--- src/hdl/escape_time_fractal_iterator_assert.svh ---
// Assertion macros for the escape-time fractal iterator.
// Used by the top level; no other dependencies.
`ifndef ESCAPE_TIME_FRACTAL_ITERATOR_ASSERT_SVH
`define ESCAPE_TIME_FRACTAL_ITERATOR_ASSERT_SVH
`ifndef NO_ASSERTIONS
`define ETFI_ASSERT_NOW(label, clk, rst_n, ante, cons, msg) \
    label: assert property (@(posedge clk) disable iff (!rst_n) (ante) |-> (cons)) \
        else $error(msg);
`define ETFI_ASSERT_NEXT(label, clk, rst_n, ante, cons, msg) \
    label: assert property (@(posedge clk) disable iff (!rst_n) (ante) |=> (cons)) \
        else $error(msg);
`else
`define ETFI_ASSERT_NOW(label, clk, rst_n, ante, cons, msg)
`define ETFI_ASSERT_NEXT(label, clk, rst_n, ante, cons, msg)
`endif
`endif

--- src/hdl/etfi_pkg.sv ---
// Shared types, constants and helpers of the escape-time fractal iterator.
// Used by every module of the block; depends on nothing.
`timescale 1ns / 1ps
`default_nettype none

package etfi_pkg;

    localparam int DEF_IMAGE_SIZE = 512;
    localparam int DEF_ITER_BITS  = 16;

    localparam int FRAC_BITS  = 28;
    localparam int WORD_W     = 32;
    localparam int RADIUS_W   = 31;
    localparam int PROD_W     = 64;
    localparam int SUM_W      = 48;
    localparam int SQ_W       = PROD_W - FRAC_BITS;
    localparam int CROSS_W    = PROD_W - FRAC_BITS + 1;
    localparam int MAG_W      = SQ_W + 1;
    localparam int CFG_IDX_W  = 3;
    localparam int CFG_DATA_W = 32;

    localparam int RADIUS_RESET   = 536870912;
    localparam int MAX_ITER_RESET = 400;

    localparam logic [MAG_W-1:0] ESCAPE_LIMIT = MAG_W'(64'd4 << FRAC_BITS);

    localparam logic KIND_JULIA      = 1'b0;
    localparam logic KIND_MANDELBROT = 1'b1;

    typedef enum logic [CFG_IDX_W-1:0] {
        CFG_CENTER_X     = 3'd0,
        CFG_CENTER_Y     = 3'd1,
        CFG_VIEW_RADIUS  = 3'd2,
        CFG_PIXEL_STEP   = 3'd3,
        CFG_PERT_RE      = 3'd4,
        CFG_PERT_IM      = 3'd5,
        CFG_MAX_ITER     = 3'd6,
        CFG_FRACTAL_KIND = 3'd7
    } cfg_idx_t;

    typedef struct packed {
        logic signed [WORD_W-1:0] center_x;
        logic signed [WORD_W-1:0] center_y;
        logic [RADIUS_W-1:0]      view_radius;
        logic [RADIUS_W-1:0]      pixel_step;
        logic signed [WORD_W-1:0] pert_re;
        logic signed [WORD_W-1:0] pert_im;
        logic                     fractal_kind;
    } cfg_t;

    typedef enum logic [2:0] {
        MUL_ROW,
        MUL_COL,
        MUL_XX,
        MUL_YY,
        MUL_XY
    } mul_sel_t;

    typedef enum logic [3:0] {
        ST_IDLE,
        ST_PROW,
        ST_PCOL,
        ST_PFIN,
        ST_LOAD,
        ST_MXX,
        ST_MYY,
        ST_MXY,
        ST_UPD,
        ST_DONE
    } state_t;

    typedef struct packed {
        logic     cap_pix;
        mul_sel_t mul_sel;
        logic     set_pa;
        logic     set_pb;
        logic     load_z;
        logic     cap_sx;
        logic     cap_sy;
        logic     update;
        logic     load_out;
    } ctrl_cmd_t;

    typedef struct packed {
        logic escape;
    } dp_status_t;

    // Clamp a wide signed sum to the signed 32-bit range.
    function automatic logic signed [WORD_W-1:0] sat32(input logic signed [SUM_W-1:0] v);
        logic signed [SUM_W-1:0] hi;
        logic signed [SUM_W-1:0] lo;
        hi = {{(SUM_W-WORD_W+1){1'b0}}, {(WORD_W-1){1'b1}}};
        lo = {{(SUM_W-WORD_W+1){1'b1}}, {(WORD_W-1){1'b0}}};
        if (v > hi)
        begin
            return {1'b0, {(WORD_W-1){1'b1}}};
        end
        else if (v < lo)
        begin
            return {1'b1, {(WORD_W-1){1'b0}}};
        end
        return v[WORD_W-1:0];
    endfunction

endpackage

`default_nettype wire

--- src/hdl/escape_time_fractal_iterator.sv ---
// Top level of the escape-time fractal iterator: register file, controller, datapath.
// Depends on etfi_pkg, etfi_cfg, etfi_ctrl, etfi_dp and the assertion macro header.
//
//  channel | signals                                   | direction
//  --------+-------------------------------------------+----------
//  cfg     | cfg_we, cfg_index, cfg_data               | in
//  pixel   | in_valid, in_stall, col, row              | in
//  result  | out_valid, out_stall, pixel_col,          | out
//          | pixel_row, iter_count, bounded            |
//
// The block works on one pixel at a time, until that pixel's result is loaded.
// The multiply states MXX, MYY and MXY of each iteration come before the update state UPD,
// because one shared 32x32 multiplier forms x*x, y*y and x*y in turn.
// Reset is asynchronous and active low; no clearing pass is needed afterwards.
// A new pixel is taken while a finished result still waits in the result register;
// a stalled result only holds the controller once the next pixel is done.
`timescale 1ns / 1ps
`default_nettype none
`include "escape_time_fractal_iterator_assert.svh"

module escape_time_fractal_iterator
    import etfi_pkg::*;
#(
    parameter int IMAGE_SIZE = DEF_IMAGE_SIZE,
    parameter int ITER_BITS  = DEF_ITER_BITS,
    localparam int PIX_W     = $clog2(IMAGE_SIZE)
)
(
    input  wire logic                  clk,
    input  wire logic                  rst_n,
    input  wire logic                  cfg_we,
    input  wire logic [CFG_IDX_W-1:0]  cfg_index,
    input  wire logic [CFG_DATA_W-1:0] cfg_data,
    input  wire logic                  in_valid,
    output logic                       in_stall,
    input  wire logic [PIX_W-1:0]      col,
    input  wire logic [PIX_W-1:0]      row,
    output logic                       out_valid,
    input  wire logic                  out_stall,
    output logic [PIX_W-1:0]           pixel_col,
    output logic [PIX_W-1:0]           pixel_row,
    output logic [ITER_BITS-1:0]       iter_count,
    output logic                       bounded
);

    cfg_t                 cfg;
    logic [ITER_BITS-1:0] max_iter;
    ctrl_cmd_t            cmd;
    dp_status_t           status;

    etfi_cfg #(
        .IMAGE_SIZE (IMAGE_SIZE),
        .ITER_BITS  (ITER_BITS)
    ) u_cfg (
        .clk       (clk),
        .rst_n     (rst_n),
        .cfg_we    (cfg_we),
        .cfg_index (cfg_index),
        .cfg_data  (cfg_data),
        .cfg       (cfg),
        .max_iter  (max_iter)
    );

    etfi_ctrl u_ctrl (
        .clk       (clk),
        .rst_n     (rst_n),
        .in_valid  (in_valid),
        .in_stall  (in_stall),
        .out_valid (out_valid),
        .out_stall (out_stall),
        .status    (status),
        .cmd       (cmd)
    );

    etfi_dp #(
        .PIX_W     (PIX_W),
        .ITER_BITS (ITER_BITS)
    ) u_dp (
        .clk        (clk),
        .cmd        (cmd),
        .cfg        (cfg),
        .max_iter   (max_iter),
        .col        (col),
        .row        (row),
        .status     (status),
        .pixel_col  (pixel_col),
        .pixel_row  (pixel_row),
        .iter_count (iter_count),
        .bounded    (bounded)
    );

    // A pixel transfer starts the setup sequence, so the next cycle is stalled.
    `ETFI_ASSERT_NEXT(a_accept_busy, clk, rst_n, in_valid && !in_stall, in_stall, "pixel accepted while busy")
    // The count starts at one and never wraps.
    `ETFI_ASSERT_NOW(a_count_nonzero, clk, rst_n, out_valid, iter_count != '0, "zero iteration count")
    // A freshly loaded result flags the limit exactly when the count reached it.
    `ETFI_ASSERT_NOW(a_bounded_match, clk, rst_n, $rose(out_valid), bounded == (iter_count >= $past(max_iter)), "bounded flag mismatch")

endmodule

`default_nettype wire

--- src/hdl/etfi_cfg.sv ---
// Configuration register file of the escape-time fractal iterator.
// Depends on etfi_pkg for the register codes and the cfg_t bundle.
`timescale 1ns / 1ps
`default_nettype none

module etfi_cfg
    import etfi_pkg::*;
#(
    parameter int IMAGE_SIZE = DEF_IMAGE_SIZE,
    parameter int ITER_BITS  = DEF_ITER_BITS
)
(
    input  wire logic                  clk,
    input  wire logic                  rst_n,
    input  wire logic                  cfg_we,
    input  wire logic [CFG_IDX_W-1:0]  cfg_index,
    input  wire logic [CFG_DATA_W-1:0] cfg_data,
    output cfg_t                       cfg,
    output logic [ITER_BITS-1:0]       max_iter
);

    localparam int STEP_RESET = (2 * RADIUS_RESET) / IMAGE_SIZE;

    cfg_t                 cfg_reg;
    logic [ITER_BITS-1:0] max_iter_reg;

    always_ff @(posedge clk or negedge rst_n)
    begin
        if (!rst_n)
        begin
            cfg_reg.center_x     <= '0;
            cfg_reg.center_y     <= '0;
            cfg_reg.view_radius  <= RADIUS_W'(RADIUS_RESET);
            cfg_reg.pixel_step   <= RADIUS_W'(STEP_RESET);
            cfg_reg.pert_re      <= '0;
            cfg_reg.pert_im      <= '0;
            cfg_reg.fractal_kind <= KIND_MANDELBROT;
            max_iter_reg         <= ITER_BITS'(MAX_ITER_RESET);
        end
        else if (cfg_we)
        begin
            unique case (cfg_idx_t'(cfg_index))
                CFG_CENTER_X:     cfg_reg.center_x     <= cfg_data[WORD_W-1:0];
                CFG_CENTER_Y:     cfg_reg.center_y     <= cfg_data[WORD_W-1:0];
                CFG_VIEW_RADIUS:  cfg_reg.view_radius  <= cfg_data[RADIUS_W-1:0];
                CFG_PIXEL_STEP:   cfg_reg.pixel_step   <= cfg_data[RADIUS_W-1:0];
                CFG_PERT_RE:      cfg_reg.pert_re      <= cfg_data[WORD_W-1:0];
                CFG_PERT_IM:      cfg_reg.pert_im      <= cfg_data[WORD_W-1:0];
                CFG_MAX_ITER:     max_iter_reg         <= cfg_data[ITER_BITS-1:0];
                CFG_FRACTAL_KIND: cfg_reg.fractal_kind <= cfg_data[0];
                default:          ;
            endcase
        end
    end

    assign cfg      = cfg_reg;
    assign max_iter = max_iter_reg;

endmodule

`default_nettype wire

--- src/hdl/etfi_dp.sv ---
// Datapath of the escape-time fractal iterator: one shared 32x32 multiplier,
// the point and iterate registers, the iteration counter and the result register.
// Depends on etfi_pkg; driven by commands from etfi_ctrl.
`timescale 1ns / 1ps
`default_nettype none

module etfi_dp
    import etfi_pkg::*;
#(
    parameter int PIX_W     = 9,
    parameter int ITER_BITS = DEF_ITER_BITS
)
(
    input  wire logic                 clk,
    input  ctrl_cmd_t                 cmd,
    input  cfg_t                      cfg,
    input  wire logic [ITER_BITS-1:0] max_iter,
    input  wire logic [PIX_W-1:0]     col,
    input  wire logic [PIX_W-1:0]     row,
    output dp_status_t                status,
    output logic [PIX_W-1:0]          pixel_col,
    output logic [PIX_W-1:0]          pixel_row,
    output logic [ITER_BITS-1:0]      iter_count,
    output logic                      bounded
);

    logic [PIX_W-1:0]         pix_col_reg;
    logic [PIX_W-1:0]         pix_row_reg;
    logic [PROD_W-1:0]        prod_reg;
    logic [PROD_W-1:0]        prod_next;
    logic signed [WORD_W-1:0] pa_reg;
    logic signed [WORD_W-1:0] pb_reg;
    logic signed [WORD_W-1:0] zx_reg;
    logic signed [WORD_W-1:0] zy_reg;
    logic signed [WORD_W-1:0] cx_reg;
    logic signed [WORD_W-1:0] cy_reg;
    logic [SQ_W-1:0]          sx_reg;
    logic [SQ_W-1:0]          sy_reg;
    logic [ITER_BITS-1:0]     count_reg;
    logic [PIX_W-1:0]         out_col_reg;
    logic [PIX_W-1:0]         out_row_reg;
    logic [ITER_BITS-1:0]     out_count_reg;
    logic                     out_bounded_reg;

    logic [WORD_W-1:0]        op_a;
    logic [WORD_W-1:0]        op_b;
    logic [SUM_W-1:0]         pa_sum;
    logic [SUM_W-1:0]         pb_sum;
    logic [SUM_W-1:0]         nx_sum;
    logic [SUM_W-1:0]         ny_sum;
    logic [SQ_W-1:0]          sq_now;
    logic [CROSS_W-1:0]       cross_term;
    logic [MAG_W-1:0]         mag;

    always_comb
    begin
        op_a = {1'b0, cfg.pixel_step};
        op_b = {{(WORD_W-PIX_W){1'b0}}, pix_row_reg};
        case (cmd.mul_sel)
            MUL_ROW:
            begin
                op_a = {1'b0, cfg.pixel_step};
                op_b = {{(WORD_W-PIX_W){1'b0}}, pix_row_reg};
            end
            MUL_COL:
            begin
                op_a = {1'b0, cfg.pixel_step};
                op_b = {{(WORD_W-PIX_W){1'b0}}, pix_col_reg};
            end
            MUL_XX:
            begin
                op_a = zx_reg;
                op_b = zx_reg;
            end
            MUL_YY:
            begin
                op_a = zy_reg;
                op_b = zy_reg;
            end
            MUL_XY:
            begin
                op_a = zx_reg;
                op_b = zy_reg;
            end
            default:
            begin
                op_a = zx_reg;
                op_b = zy_reg;
            end
        endcase
    end

    // Both operands are sign extended, so the low 64 bits are the exact signed product.
    assign prod_next = {{(PROD_W-WORD_W){op_a[WORD_W-1]}}, op_a}
                     * {{(PROD_W-WORD_W){op_b[WORD_W-1]}}, op_b};

    // The step products are nonnegative and far below 2^47.
    assign pa_sum = {{(SUM_W-WORD_W){cfg.center_y[WORD_W-1]}}, cfg.center_y}
                  + {{(SUM_W-RADIUS_W){1'b0}}, cfg.view_radius}
                  - prod_reg[SUM_W-1:0];
    assign pb_sum = {{(SUM_W-WORD_W){cfg.center_x[WORD_W-1]}}, cfg.center_x}
                  - {{(SUM_W-RADIUS_W){1'b0}}, cfg.view_radius}
                  + prod_reg[SUM_W-1:0];

    // Arithmetic right shifts of the product give the floored fixed-point values.
    assign sq_now     = prod_reg[PROD_W-1:FRAC_BITS];
    assign cross_term = prod_reg[PROD_W-1:FRAC_BITS-1];

    // Squares are nonnegative, so the magnitude is an unsigned sum.
    assign mag = {1'b0, sx_reg} + {1'b0, sq_now};
    assign status.escape = (mag >= ESCAPE_LIMIT) || (count_reg >= max_iter);

    assign nx_sum = {{(SUM_W-SQ_W){sx_reg[SQ_W-1]}}, sx_reg}
                  - {{(SUM_W-SQ_W){sy_reg[SQ_W-1]}}, sy_reg}
                  + {{(SUM_W-WORD_W){cx_reg[WORD_W-1]}}, cx_reg};
    assign ny_sum = {{(SUM_W-CROSS_W){cross_term[CROSS_W-1]}}, cross_term}
                  + {{(SUM_W-WORD_W){cy_reg[WORD_W-1]}}, cy_reg};

    always_ff @(posedge clk)
    begin
        prod_reg <= prod_next;
        if (cmd.cap_pix)
        begin
            pix_col_reg <= col;
            pix_row_reg <= row;
        end
        if (cmd.set_pa)
        begin
            pa_reg <= sat32(pa_sum);
        end
        if (cmd.set_pb)
        begin
            pb_reg <= sat32(pb_sum);
        end
        if (cmd.load_z)
        begin
            count_reg <= {{(ITER_BITS-1){1'b0}}, 1'b1};
            if (cfg.fractal_kind == KIND_JULIA)
            begin
                zx_reg <= pa_reg;
                zy_reg <= pb_reg;
                cx_reg <= cfg.pert_re;
                cy_reg <= cfg.pert_im;
            end
            else
            begin
                zx_reg <= cfg.pert_re;
                zy_reg <= cfg.pert_im;
                cx_reg <= pa_reg;
                cy_reg <= pb_reg;
            end
        end
        else if (cmd.update)
        begin
            zx_reg    <= sat32(nx_sum);
            zy_reg    <= sat32(ny_sum);
            count_reg <= count_reg + 1'b1;
        end
        if (cmd.cap_sx)
        begin
            sx_reg <= sq_now;
        end
        if (cmd.cap_sy)
        begin
            sy_reg <= sq_now;
        end
        if (cmd.load_out)
        begin
            out_col_reg     <= pix_col_reg;
            out_row_reg     <= pix_row_reg;
            out_count_reg   <= count_reg;
            out_bounded_reg <= (count_reg >= max_iter);
        end
    end

    assign pixel_col  = out_col_reg;
    assign pixel_row  = out_row_reg;
    assign iter_count = out_count_reg;
    assign bounded    = out_bounded_reg;

endmodule

`default_nettype wire

--- src/hdl/etfi_ctrl.sv ---
// Controller of the escape-time fractal iterator: sequences the point setup,
// the three multiplies of each iteration and the hand-off to the result register.
// Depends on etfi_pkg for the state, command and status types.
`timescale 1ns / 1ps
`default_nettype none

module etfi_ctrl
    import etfi_pkg::*;
(
    input  wire logic clk,
    input  wire logic rst_n,
    input  wire logic in_valid,
    output logic      in_stall,
    output logic      out_valid,
    input  wire logic out_stall,
    input  dp_status_t status,
    output ctrl_cmd_t  cmd
);

    state_t state_reg;
    state_t state_next;
    logic   out_valid_reg;
    logic   out_valid_next;
    logic   slot_free;

    // The result register can be loaded when empty or when its transfer completes now.
    assign slot_free = !out_valid_reg || !out_stall;

    always_comb
    begin
        state_next = state_reg;
        unique case (state_reg)
            ST_IDLE: if (in_valid) state_next = ST_PROW;
            ST_PROW: state_next = ST_PCOL;
            ST_PCOL: state_next = ST_PFIN;
            ST_PFIN: state_next = ST_LOAD;
            ST_LOAD: state_next = ST_MXX;
            ST_MXX:  state_next = ST_MYY;
            ST_MYY:  state_next = ST_MXY;
            ST_MXY:  state_next = status.escape ? ST_DONE : ST_UPD;
            ST_UPD:  state_next = ST_MXX;
            ST_DONE: if (slot_free) state_next = ST_IDLE;
            default: state_next = ST_IDLE;
        endcase
    end

    always_comb
    begin
        cmd          = '0;
        cmd.mul_sel  = MUL_XY;
        in_stall     = 1'b1;
        unique case (state_reg)
            ST_IDLE:
            begin
                in_stall    = 1'b0;
                cmd.cap_pix = in_valid;
            end
            ST_PROW: cmd.mul_sel = MUL_ROW;
            ST_PCOL:
            begin
                cmd.mul_sel = MUL_COL;
                cmd.set_pa  = 1'b1;
            end
            ST_PFIN: cmd.set_pb = 1'b1;
            ST_LOAD: cmd.load_z = 1'b1;
            ST_MXX:  cmd.mul_sel = MUL_XX;
            ST_MYY:
            begin
                cmd.mul_sel = MUL_YY;
                cmd.cap_sx  = 1'b1;
            end
            ST_MXY:
            begin
                cmd.mul_sel = MUL_XY;
                cmd.cap_sy  = 1'b1;
            end
            ST_UPD:  cmd.update = 1'b1;
            ST_DONE: cmd.load_out = slot_free;
            default: in_stall = 1'b1;
        endcase
    end

    always_comb
    begin
        out_valid_next = out_valid_reg;
        if (cmd.load_out)
        begin
            out_valid_next = 1'b1;
        end
        else if (out_valid_reg && !out_stall)
        begin
            out_valid_next = 1'b0;
        end
    end

    always_ff @(posedge clk or negedge rst_n)
    begin
        if (!rst_n)
        begin
            state_reg     <= ST_IDLE;
            out_valid_reg <= 1'b0;
        end
        else
        begin
            state_reg     <= state_next;
            out_valid_reg <= out_valid_next;
        end
    end

    assign out_valid = out_valid_reg;

endmodule

`default_nettype wire

--- config.mk ---
export PLATFORM = sky130hd
export DESIGN_NAME = escape_time_fractal_iterator
export DESIGN_NICKNAME = d
export VERILOG_FILES = /design/src/hdl/etfi_pkg.sv /design/src/hdl/escape_time_fractal_iterator.sv /design/src/hdl/etfi_cfg.sv /design/src/hdl/etfi_dp.sv /design/src/hdl/etfi_ctrl.sv
export VERILOG_INCLUDE_DIRS = /design/src /design/src/hdl
export SDC_FILE = /design/constraint.sdc
export NUM_CORES = 2
export LEC_CHECK = 0
export ABC_AREA = 1
export BUFFER_PORTS_ARGS = -buffer_cell sky130_fd_sc_hd__buf_2
export CELL_PAD_IN_SITES_DETAIL_PLACEMENT = 1
export CELL_PAD_IN_SITES_GLOBAL_PLACEMENT = 2
export CORE_ASPECT_RATIO = 1.5
export CORE_MARGIN = 3
export CORE_UTILIZATION = 40
export DETAILED_ROUTE_END_ITERATION = 8
export PLACE_DENSITY_LB_ADDON = 0.1
export RECOVER_POWER = 100
export SYNTH_ARGS = -nofsm -noshare
export SYNTH_HDL_FRONTEND = slang
export SYNTH_SLANG_ARGS = --single-unit
export TNS_END_PERCENT = 5
--- constraint.sdc ---
create_clock -name clk -period 12.8 [get_ports clk]
set_clock_uncertainty 0.2 [all_clocks]
set_input_delay 1.92 -clock clk [delete_from_list [all_inputs] [get_ports clk]]
set_output_delay 1.92 -clock clk [all_outputs]
set_load 0.03 [all_outputs]
==> summary.txt <==
==================================================================================
Remaining antenna violation count after routing                                  0
Library cell used as clock root buffer                                   clkbuf_16
Top-level port count                                                            95
Top_reg_cell synth                                                        edfxtp_1
Number of port buffers                                                          94
Floorplan core area                                                     197000 µm²
Share of layout cells above drive strength 1                                0.0445
Synth top cells by count                                              nand2_1 (2396), inv_1 (1967), nor2_1 (1198)
Count of maximum capacitance violations                                         23
Remaining routing DRC violations                                                 0
Growth of design area from synthesis to finish                               7.31%
Post-synth EDFFs                                                               317
Largest buffer count on any clock path                                           3
Measured slew at the worst slew-check pin                                  4.85 ns
Synthesized area per cell                                                 7.84 µm²
Highest net fanout along the worst path                                         32
Final period util                                                            0.938
Slowest Stage Delay on Critical Path                                       0.87 ns
Area fraction of the dominant cell type after synthesis                      0.275
Synth area leaders                                                    fa_1 (27%), edfxtp_1 (12%), nand2_1 (11%), inv_1 (9.3%), ha_1 (7.9%)
TritonCTS Buffers                                                               61
Overall die width                                                           370 µm
Most frequent cell on the critical path                                       fa_1
Insertion delay of the later-clocked pin in the worst-skew pair            0.74 ns
Proportion of synthesized chip area in sequential cells                      0.207
Overall global routing resource usage                                        0.370
Slew headroom                                                                -2.23
Detail-routed via count per cell                                              5.40
Cell area after synthesis                                                79500 µm²
Min cycle time layout                                                     12.01 ns
Detailed router's first-iteration violation count                             3792
Crit Path Category                                                    flop to flop
Register bit count reported by yosys                                           609
Pin count of the biggest net entering global routing                            97
Clock slew at reported path FFs                                            0.07 ns
Violated checks                                                       max-capacitance violations, max-slew violations
Post-detailed-route wirelength per cell                                    29.2 µm
Global-route wire length before repair                                   538000 µm
Synth Net Count                                                              11800
Top cell type by total area after synthesis                                   fa_1
Type of the worst min-delay path                                      flop to flop
Type of element launching the critical path                                   flop
Count of hold buffers inserted by post-cts repair                                0
Residual overflow from global routing                                            0
1st-pass router iterations                                                       5
Number of antenna violations at the first check in global routing               22
Number of setup buffers added after CTS                                          0
Cell area after layout                                                   85300 µm²
Number of warnings printed during yosys synthesis                                0
Floorplan die area                                                      204000 µm²
Synth async-reset ratio                                                      0.348
Endpoints failing hold                                                           0
Number of fill cells                                                         24200
Number of levels the H-tree was split into                                       2
Worst Path Required                                                       13.16 ns
Number of stages on the worst hold path                                          2
Cell depth of the worst flop-to-flop path                                       38
Slowest stage cell, crit path                                                inv_1
Area after DPL                                                           83300 µm²
Drt total wl                                                             375000 µm
Unrepaired setup endpoints after global routing                                 no
CTS tree                                                                       yes
Yosys cell types                                                                68
Setup crit end kind                                                           flop
Via count of the first global-routing pass                                   77700
Vias after detailed routing                                                  69500
Number of nets in the final layout                                           11800
Count of endpoints failing setup in the final report                             0
Post-Syn Instances                                                           10100
Total number of clock tree sinks                                               609
Flip-flop count of the largest register, all copies and words added            191
Post-cts gate resize count                                                       0
Initial Utilization                                                          0.404
Highest Clock Rate                                                        83.3 MHz
Placement row count                                                            199
Total Negative Setup Slacks                                                   0 ns
Most common cell in the synthesized netlist                                nand2_1
Final RePlAce weighted congestion                                             1.05
Arrival time at the worst endpoint                                        12.36 ns
Hpwl dp                                                                  322000 µm
Run status                                                            finished with violations
Die Y                                                                       552 µm
Count of pins over their slew limit                                           1114
==================================================================================
==> routing by layer <==
layer	share of wire	global-route usage	vias up
met2	0.51	0.677	1978
met1	0.32	0.353	35200
met3	0.036	0.0369	1087
met5	0	0	-
met4	0.13	0.375	0
li1	-	-	31200
==> worst paths after layout <==
kind / end / slack, ns / startpoint
min in group asynchronous: u_cfg.max_iter[10] / 2.71 / rst_n
max: u_dp.prod_reg[46] / 0.79 / u_ctrl.state_reg[3]
min reg2reg: u_cfg.cfg[138] / 0.29 / u_cfg.cfg[138]
max reg2reg: u_dp.prod_reg[46] / 0.79 / u_ctrl.state_reg[3]
min: u_cfg.cfg[138] / 0.29 / u_cfg.cfg[138]
max in group asynchronous: u_cfg.cfg[31] / 3.91 / rst_n
==> cells in the final DEF (no fill, tap or decap), types with 10 or more instances in the layout <==
cell type and count:
a21o_1 27, a21oi_1 502, a22oi_1 33, a31oi_1 34, buf_2 51, buf_4 123
bufinv_16 12, clkbuf_1 92, clkbuf_16 63, clkinv_1 12, dfrtp_1 206, dfxtp_1 80
diode_2 18, edfxtp_1 317, fa_1 1090, ha_1 503, inv_1 1967, inv_2 35
nand2_1 2396, nand2_2 34, nand3_1 204, nand3_2 10, nand4_1 75, nor2_1 1195
nor2_2 18, nor2_4 12, nor3_1 51, nor4_1 19, o211ai_1 10, o21a_1 14
o21ai_0 531, o21ai_2 29, o21bai_1 50, xnor2_1 106, xor2_1 181
==> metrics by stage <==
stage	hold WS [ns]	utilization	setup slack, ns	cells
finish	0.289	0.434	0.795	12900
global route	0.311	0.433	0.433	12800
CTS	0.291	0.435	1.44	12800
detailed placement	0.274	0.424	1.54	12700
global placement	0.266	0.424	1.52	12700
floorplan	0.227	-	3.15	10100
==> layout make-up <==
type	count	area, µm²	area share
Multi-Input combinational cell	7238	54300	0.636
Tap cell	2613	3270	0.0383
Clock inverter	35	564	0.00662
Inverter	2012	7550	0.0886
Sequential cell	609	16400	0.193
Timing Repair Buffer	253	1500	0.0175
Clock buffer	81	1670	0.0196
Antenna cell	18	45.0	0.000528
==> cell families after synthesis <==
logic type               count (synthesis)  synth area share
AND/OR/NAND/NOR                       4047             0.203
buffers and inverters                 2286             0.112
adder cells (fa/ha/maj)               1593             0.354
AO/OA/AOI/OAI                         1310            0.0921
flip-flops                             609             0.207
XOR/XNOR                               288            0.0324
==> critical path: cells and delay by family (launching register included) <==
family | cells | cell delay, ns
adder cells (fa/ha/maj) | 9 | 4.38
buffers and inverters | 11 | 2.97
AND/OR/NAND/NOR | 13 | 2.39
AO/OA/AOI/OAI | 4 | 1.06
flip-flops | 1 | 0.42
XOR/XNOR | 1 | 0.38
Power is not shown: default switching activity piles up to over one toggle a cycle in this logic, so the estimate is an artifact.
